### src/design/blzd_pkg.sv
// Shared types, codes and constants of the backward LZ bitstream decoder.
`timescale 1ns / 1ps

package blzd_pkg;

    localparam logic KIND_BYTE  = 1'b0;
    localparam logic KIND_DRAIN = 1'b1;

    localparam logic [1:0] ST_OK      = 2'd0;
    localparam logic [1:0] ST_BAD_REF = 2'd1;
    localparam logic [1:0] ST_REFUSED = 2'd2;
    localparam logic [1:0] ST_DONE    = 2'd3;

    localparam logic [3:0]  BYTE_BITS   = 4'd8;
    localparam logic [3:0]  OFFSET_BITS = 4'd13;
    localparam logic [13:0] DIST_BIAS   = 14'd3;
    localparam logic [31:0] LEN_START   = 32'd3;
    localparam logic [7:0]  EXT_ESCAPE  = 8'hFF;
    localparam logic [2:0]  EXT_LEVEL   = 3'd4;

    typedef enum logic [5:0] {
        PH_FLAG    = 6'b000001,
        PH_LITERAL = 6'b000010,
        PH_OFFSET  = 6'b000100,
        PH_LEVEL   = 6'b001000,
        PH_EXT     = 6'b010000,
        PH_COPY    = 6'b100000
    } phase_t;

    typedef enum logic [2:0] {
        SQ_IDLE = 3'b001,
        SQ_BITS = 3'b010,
        SQ_COPY = 3'b100
    } seq_t;

    typedef struct packed {
        logic       kind;
        logic [7:0] data_byte;
    } item_t;

    typedef struct packed {
        logic [7:0]  out_byte;
        logic [31:0] bytes_before;
        logic        last;
        logic        copy_pending;
        logic [1:0]  status;
    } result_t;

    // Width of each length level field
    function automatic logic [3:0] level_width(input logic [1:0] lvl);
        logic [3:0] w;
        unique case (lvl)
            2'd0:    w = 4'd2;
            2'd1:    w = 4'd3;
            2'd2:    w = 4'd5;
            default: w = 4'd8;
        endcase
        return w;
    endfunction

endpackage

### src/design/blzd_fifo.sv
// Front end: two-entry item queue that takes input transfers.
`timescale 1ns / 1ps

module blzd_fifo (
    input  logic                 clk,
    input  logic                 rst_n,
    input  logic                 in_valid,
    output logic                 in_stall,
    input  blzd_pkg::item_t      in_item,
    input  logic                 pop,
    output logic                 empty,
    output blzd_pkg::item_t      head
);

    blzd_pkg::item_t slot_reg [2];
    logic       wr_ptr_reg, wr_ptr_next;
    logic       rd_ptr_reg, rd_ptr_next;
    logic [1:0] fill_reg, fill_next;
    logic       push;

    assign in_stall = (fill_reg == 2'd2);
    assign empty    = (fill_reg == 2'd0);
    assign head     = slot_reg[rd_ptr_reg];
    assign push     = in_valid && !in_stall;

    always_comb
    begin
        wr_ptr_next = push ? ~wr_ptr_reg : wr_ptr_reg;
        rd_ptr_next = pop ? ~rd_ptr_reg : rd_ptr_reg;
        fill_next   = fill_reg + {1'b0, push} - {1'b0, pop};
    end

    always_ff @(posedge clk or negedge rst_n)
    begin
        if (!rst_n)
        begin
            wr_ptr_reg <= 1'b0;
            rd_ptr_reg <= 1'b0;
            fill_reg   <= 2'd0;
        end
        else
        begin
            wr_ptr_reg <= wr_ptr_next;
            rd_ptr_reg <= rd_ptr_next;
            fill_reg   <= fill_next;
        end
    end

    always_ff @(posedge clk)
    begin
        if (push)
        begin
            slot_reg[wr_ptr_reg] <= in_item;
        end
    end

endmodule

### config.mk
export PLATFORM = sky130hd
export DESIGN_NAME = blzd_fifo
export DESIGN_NICKNAME = d
export VERILOG_FILES = /design/src/design/blzd_pkg.sv /design/src/design/blzd_fifo.sv
export SDC_FILE = /design/constraint.sdc
export NUM_CORES = 1
export LEC_CHECK = 0
export ABC_AREA = 1
export ABC_CLOCK_PERIOD_IN_PS = 2900
export BUFFER_PORTS_ARGS = -buffer_cell sky130_fd_sc_hd__buf_2
export CELL_PAD_IN_SITES_DETAIL_PLACEMENT = 0
export CELL_PAD_IN_SITES_GLOBAL_PLACEMENT = 1
export CORE_ASPECT_RATIO = 1.2
export CORE_MARGIN = 1
export CORE_UTILIZATION = 42
export DETAILED_ROUTE_END_ITERATION = 10
export PLACE_DENSITY_LB_ADDON = 0.1
export SLEW_MARGIN = 20
export SYNTH_ARGS = -nofsm -noshare
export SYNTH_HDL_FRONTEND = slang
export SYNTH_SLANG_ARGS = --single-unit
### constraint.sdc
create_clock -name clk -period 2.9 [get_ports clk]
set_input_delay 0 -clock clk [delete_from_list [all_inputs] [get_ports clk]]
set_output_delay 0 -clock clk [all_outputs]
set_load 0.005 [all_outputs]
After elaboration in Yosys (flattened, before gate mapping)
Memory sizes are Yosys's and may differ from the RTL's.
Cells that the tools add are included.
- output and inout port bits: 11
- word-level logic and storage cells: 14
- memories kept: 1
- input port bits: 13
- bits in registers: 4
- bits in writable memories: 18
- reductions and logical operators: 3
- bitwise logic cells: 2
- multiplexer cells: 2
- $add $sub $neg: 2
- eq/ne operators: 1
- memory list (memory ; depth ; bits a word ; rd ports ; clocked after Yosys merged registers in ; wr ports ; RTL line ; RTL):
    slot_reg ; 2 ; 9 ; 1 ; 0 ; 1 ; blzd_fifo.sv:15 ; blzd_pkg::item_t slot_reg [2];
- operators with widths (kind ; number):
    2-bit by 1-bit adder with 2-bit output ; 1
    2-bit == test, second input constant ; 1
    2-bit logical NOT ; 1
    1-bit 2-to-1 mux ; 2
    1-bit NOT ; 2
    2-bit by 1-bit subtractor with 2-bit output ; 1
    1-bit logical AND ; 1
    1-bit logical NOT ; 1

Longest topological paths before layout
Gate-level depths: netlist of run 1.
- word-level depth: 5
- depth in mapped cells: 9
- depth with buffers taken out: 9

Worst setup path before layout of run 1
Ideal clock, no wire load.
- path kind: reg-to-reg
- from: register fill_reg[1]
- to: memory slot_reg[1][0] (netlist bit) (enable)
- arrival time: 972 ps
- setup slack: 1554 ps
- buffers on the path: 0
- period minus slack after synthesis: 1346 ps
- required time: 2526 ps
- setup time: 374 ps
- cell stages (with the launch flop): 4
- cells stage by stage: dfrtp_1 > nand2_1 > nand2_2 > nor2_1
- cells in the longest elaborated chain, start to end: 5
- RTL lines (what ; RTL line ; RTL):
    start: declaration ; blzd_fifo.sv:18 ; logic [1:0] fill_reg, fill_next;
    start signal: assignment ; blzd_fifo.sv:45 ; fill_reg <= fill_next;
    2-bit == test ; blzd_fifo.sv:21 ; assign in_stall = (fill_reg == 2'd2);
    1-bit logical NOT ; blzd_fifo.sv:24 ; assign push = in_valid && !in_stall;
    1-bit logical AND ; blzd_fifo.sv:24 ;
    1-bit 2-to-1 mux ; blzd_fifo.sv:51 ; if (push)
    1-bit 2-to-1 mux (not written as such) ; blzd_fifo.sv:53 ; slot_reg[wr_ptr_reg] <= in_item;
    end: declaration ; blzd_fifo.sv:15 ;
No other way between the ends.

Final worst setup path of run 1
- from: register fill_reg[1]
- to: memory slot_reg[1][5] (netlist bit) (enable)
The elaborated chain is that of the path after synthesis.

==> impl_metrics.ini, run 1 <==
[cts]
clk_path_buf_depth = 2
clockRootBuffer = clkbuf_4
htree_levels = 1
cts_buffers = 3
tritoncts = done
cts.reportedPaths.clkPinSlew_ns = 0.12
insertion_delay_ns = 0.30
cts.sinks = 22

[floorplan]
die_area_mm2 = 0.00235
die_h_um = 52.9
ioPinCount = 24
die_x_um = 44.4
coreArea_mm2 = 0.00205
rows = 18
initial_core_util_pct = 44.2

[power]
cellLeakagePower_nw = 0.565
p_per_area_mw_per_mm2 = 833
power_mw = 0.999
peakVddDrop_uv = 596

[cells_and_area]
nNetsFinal = 128
instances_no_fill = 142
final_common_cell = buf_2
regArea_um2 = 641
drive_gt1_share_pct = 25.9
diodes = 0
multi_input_area_um2 = 170
area_growth_pct = 32.5
largest_register_ffs = 18
final_cell_mix = 23 x buf_2, 18 x edfxtp_1, 17 x inv_1, 17 x nand2_1, 12 x dlygate4sd3_1
fillers = 176

[detailed_routing]
met2_wirelength_um = 691
routed.top_layer = met4
first_pass_iters = 7
wl_met3_um = 53
drtAntennaViolNets = 0
wl_mm = 1.32
via_count = 576
vias_per_cell = 4.06
wl_per_cell_um = 9.29
met1_length_um = 560
route.detailed.drc = 1
drt_iter0_markers = 14

[placed_design]
place.gp.congestion = 0.659
io_buffers = 23
pre_cts_ws_ns = 1.29
dp_hpwl_um = 881
place_inst = 126

[setup_path]
criticalPathCategory = register to register
arrival_ns = 1.49
start_kind = register
endpoint_kind = register
required_ns = 2.85
cp_max_fo = 9

[timing]
skew_ns = 0.00142
worst_pin_slew_ns = 0.735
fin_ws_ns = 1.35
max_freq_mhz = 647
totalNegativeSetupSlack_ns = 0
rsz0062_at_grt = no
fin_crit_ns = 1.55
final.period_utilization_pct = 53.3
drv_slew = 0
setup_violations = 0
hold_ws_ns = 0.0379
relSlewSlack_pct = 50.8
hold_violations = 0

[synthesis]
yosysSeqAreaShare_pct = 70.7
ys_seq_elements = 22
yosysWarningCount = 0
syn_area_per_cell_um2 = 12.1
synthCells = 75
syn_area_um2 = 906
synthesis.nets = 90
netlist-cell-type-count = 13

[worst_hold_path]
hold_path_class = input port to async pin

[global_route]
antenna_found_initial = 0
grt_max_degree = 20
grt_use_total_pct = 12.5
overflow = 0
grt_pass1_wl_mm = 1.97
grt_pass1_vias = 487

[run]
maxCapViolations = 0

[run_status]
status = complete, but fails checks
violations = DRC
==> per-stage QoR <==
step,util (%),instance area (um^2)
global route,58.5,1200
global placement,50.1,1030
CTS,58.5,1200
finish,58.5,1200
floorplan,-,906
detailed placement,50.1,1030
==> Yosys cell counts <==
library cell / number / share of area [%]
edfxtp_1: 18 / 60
inv_1: 17 / 7.0
nand2_1: 17 / 7.0
o21ai_0: 8 / 4.4
dfrtp_1: 4 / 11
ha_1: 2 / 2.8
nand3_1: 2 / 1.1
nor2_1: 2 / 0.83
buf_12: 1 / 2.2
buf_6: 1 / 1.2
nand2_2: 1 / 0.69
o21ai_2: 1 / 0.97
xor2_1: 1 / 0.97
==> per-layer routing <==
metal | track usage (%) | up-vias
li1 | - | 312
met5 | 0 | -
met1 | 13.9 | 249
met3 | 2.39 | 2
met4 | 9.09 | 0
met2 | 20.8 | 13
==> layout make-up <==
| class | count | share of cell area, % |
|---|---|---|
| flip-flops and latches | 22 | 53.4 |
| repair buffers | 35 | 19.6 |
| multi-input cells | 34 | 14.2 |
| inverters | 17 | 5.32 |
| well taps | 30 | 3.13 |
| clock inverters | 1 | 2.50 |
| clock buffers | 3 | 1.88 |
==> report_power, final <==
part | internal [mW] | total [mW] | leakage (nW) | switching (mW)
logic | 0.127 | 0.273 | 0.322 | 0.147
clock network | 0.140 | 0.228 | 0.0279 | 0.0889
registers | 0.437 | 0.497 | 0.215 | 0.0600
total | 0.704 | 0.999 | 0.565 | 0.296
==> worst max-delay path, stage by stage, from the launching register on <==
cell and delay (ns):
dfrtp_1 0.42, nand2_1 0.13, nand2_2 0.07, nor2_1 0.57
==> repair_timing <==
action	4_1_cts	5_1_grt
hold buffers	12	0
setup buffers	0	0
resized for setup	0	0
endpoints found under the hold margin	24	0
setup endpoints to repair	0	0
==> path summary, 6_finish.rpt <==
| check | start | to | slack [ns] | cells after the start |
|---|---|---|---|---|
| min | rst_n | fill_reg[1] | 0.04 | 2 |
| min in group clk | in_item[3] | slot_reg[0][3] | 0.42 | 2 |
| max | fill_reg[1] | slot_reg[1][5] | 1.35 | 3 |
| min reg2reg | wr_ptr_reg | wr_ptr_reg | 0.49 | 2 |
| max reg2reg | fill_reg[1] | slot_reg[1][5] | 1.35 | 3 |
| max in group asynchronous | rst_n | rd_ptr_reg | 2.74 | 2 |
==> logic make-up after synthesis <==
family / Yosys count / share of synthesized area, %
XOR/XNOR: 1 / 0.967
flip-flops: 22 / 70.7
adder cells (fa/ha/maj): 2 / 2.76
AO/OA/AOI/OAI: 9 / 5.39
AND/OR/NAND/NOR: 22 / 9.67
buffers and inverters: 19 / 10.5
Power figures use the tool's default switching activity.
==> inputs of run 2 (changes only) <==
--- a/config.mk
+++ b/config.mk
@@ -5,14 +5,14 @@
 export SDC_FILE = /design/constraint.sdc
 export NUM_CORES = 1
 export LEC_CHECK = 0
-export ABC_AREA = 1
-export ABC_CLOCK_PERIOD_IN_PS = 2900
+export ABC_AREA = 0
+export ABC_CLOCK_PERIOD_IN_PS = 1550
 export BUFFER_PORTS_ARGS = -buffer_cell sky130_fd_sc_hd__buf_2
 export CELL_PAD_IN_SITES_DETAIL_PLACEMENT = 0
 export CELL_PAD_IN_SITES_GLOBAL_PLACEMENT = 1
 export CORE_ASPECT_RATIO = 1.2
 export CORE_MARGIN = 1
-export CORE_UTILIZATION = 42
+export CORE_UTILIZATION = 41
 export DETAILED_ROUTE_END_ITERATION = 10
 export PLACE_DENSITY_LB_ADDON = 0.1
 export SLEW_MARGIN = 20
==> constraint.sdc (replaced) <==
create_clock -name clk -period 1.55 [get_ports clk]
set_input_delay 0 -clock clk [delete_from_list [all_inputs] [get_ports clk]]
set_output_delay 0 -clock clk [all_outputs]
set_load 0.005 [all_outputs]
==> run 2 against run 1 <==
The flow now finishes without violations. Clock power rose by 8.8%. Critical path type unchanged. Die area decreased by 0.38%. Maximum frequency is 7.5% higher. Largest cell class unchanged. Largest power group unchanged. Sequential share of layout area is 0.88 points lower. Global-route usage down 0.40 points. Via count down 12%. Synthesized cell count down 40%. Non-clock buffer count grew 6. Synthesized area is 2.8% lower.
==> impl_metrics.ini, run 2 <==
[setup_path]
required_ns = 1.78
arrival_ns = 1.67
start_kind = register
criticalPathCategory = register to register
reg2reg_depth = 7
endpoint_kind = register
cp_max_fo = 3

[placed_design]
place_inst = 101
place.gp.congestion = 0.658
pre_cts_ws_ns = 0.0674
io_buffers = 23
dp_hpwl_um = 850
dpl-instance-area_mm2 = 0.00105

[run_status]
status = finished clean

[timing]
relSlewSlack_pct = 79.5
hold_violations = 0
setup_violations = 0
final.period_utilization_pct = 92.8
drv_slew = 0
fin_crit_ns = 1.44
skew_ns = 0.00336
fin_ws_ns = 0.111
max_freq_mhz = 695
rsz0062_at_grt = no
worst_pin_slew_ns = 0.307
hold_ws_ns = 0.0212
totalNegativeSetupSlack_ns = 0

[cts]
htree_levels = 1
cts.reportedPaths.clkPinSlew_ns = 0.11
tritoncts = done
cts_buffers = 3
clk_path_buf_depth = 2
insertion_delay_ns = 0.29
cts.sinks = 22
clockRootBuffer = clkbuf_4

[power]
p_per_area_mw_per_mm2 = 1550
peakVddDrop_uv = 767
cellLeakagePower_nw = 0.534
power_mw = 1.90

[synthesis]
synthXorXnorAreaFrac_pct = 3.98
async_flop_share_pct = 18.2
yosysWarningCount = 0
synthFlopType = edfxtp_1
netlist-cell-type-count = 12
synth_common_cells = 18 x edfxtp_1, 9 x mux2_4, 4 x dfrtp_1
synthesis.nets = 60
synth_compound_area_share_pct = 0
synthSimpleGateAreaFrac_pct = 2.98
syn_area_per_cell_um2 = 19.6
post-synth-top-count-cell = edfxtp_1
syn_area_um2 = 881
synth_top_area_share_pct = 61.4
ys_seq_elements = 22
synth.area.top_cells = edfxtp_1 61%, mux2_4 15%, dfrtp_1 11%
yosysSeqAreaShare_pct = 72.7
muxShareOfSynthArea_pct = 15.3
synth-adder-area-share_pct = 2.84
synth_top_family_by_area = multiplexers
synth_largest_area_cell = edfxtp_1
synth_edf_count = 18
synthCells = 45

[cells_and_area]
fillers = 167
largest_register_ffs = 18
post-route-util_pct = 59.6
diodes = 0
instances_no_fill = 119
area_growth_pct = 38.8
final_cell_mix = 23 x buf_2, 18 x edfxtp_1, 12 x dlygate4sd3_1
stdcell_area_mm2 = 0.00122
nNetsFinal = 105
drive_gt1_share_pct = 49.4
final_common_cell = buf_2

[detailed_routing]
via_count = 507
drtAntennaViolNets = 0
wl_mm = 1.28
first_pass_iters = 2
wl_per_cell_um = 10.7
drt_iter0_markers = 3
vias_per_cell = 4.26
route.detailed.drc = 0

[floorplan]
die_x_um = 44.3
ioPinCount = 24
die_h_um = 52.8
initial_core_util_pct = 43.0
rows = 18
coreArea_mm2 = 0.00205
die_area_mm2 = 0.00234

[global_route]
grt_pass1_vias = 499
overflow = 0
antenna_found_initial = 0
grt_use_total_pct = 12.1
grt_max_degree = 13
grt_pass1_wl_mm = 1.96

[worst_hold_path]
hold_path_class = input port to async pin

[run]
maxCapViolations = 0
-- run 2: cell types whose count changed after synthesis, sizes merged, moves of 2 or more --
cell	change
xnor2	+3
nand3	-2
mux2	+9
inv	-15
o21ai	-9
nand2	-17
-- run 2: repair_timing --
action	CTS	global route
buffers inserted	0	2
gates resized for setup	0	2
setup endpoints to repair	0	2
endpoints found under the hold margin	24	0
hold buffers	12	0
-- run 2: critical path: stages (launching register included) --
cell and delay (ns):
dfrtp_1 0.43, nand2b_4 0.09, nand2_2 0.08, ha_1 0.27
inv_1 0.03, ha_1 0.17, xnor2_1 0.16, xnor2_1 0.13
-- run 2: cells by family (layout without fill, tap and decap cells) --
family | Yosys count | in the layout
simple gates | 5 | 5
fa+ha+maj | 2 | 2
mux | 9 | 9
xor+xnor | 4 | 4
buf+inv | 3 | 47
flops | 22 | 22
-- run 2: where the power goes --
| part | total [mW] | leakage, nW | internal, mW | switching, mW |
|---|---|---|---|---|
| registers | 0.945 | 0.213 | 0.824 | 0.121 |
| logic | 0.704 | 0.306 | 0.461 | 0.243 |
| clock network | 0.248 | 0.0154 | 0.0936 | 0.154 |
| total | 1.90 | 0.534 | 1.38 | 0.518 |
-- run 2: final timing paths --
path | startpoint | endpoint | slack, ns
max | fill_reg[1] | fill_reg[1] | 0.11
min | rst_n | fill_reg[0] | 0.02
max reg2reg | fill_reg[1] | fill_reg[1] | 0.11
min reg2reg | wr_ptr_reg | wr_ptr_reg | 0.51
max in group asynchronous | rst_n | rd_ptr_reg | 1.40
min in group clk | pop | rd_ptr_reg | 0.43
-- run 2: routing by layer --
layer  vias to the layer above  GRT usage [%]  wire [um]
met5                         -              0          0
met1                       242           11.5        483
li1                        250              -          -
met3                         0           2.07         50
met4                         0           6.06          0
met2                        15           23.8        742
-- run 2: cell type report --
class	count	area, um^2	share of cell area [%]
well taps	30	37.5	3.07
clock buffers	3	22.5	1.84
clock inverters	1	3.75	0.307
inverters	2	7.51	0.614
repair buffers	41	280	22.9
flip-flops and latches	22	642	52.5
multi-input cells	20	229	18.7
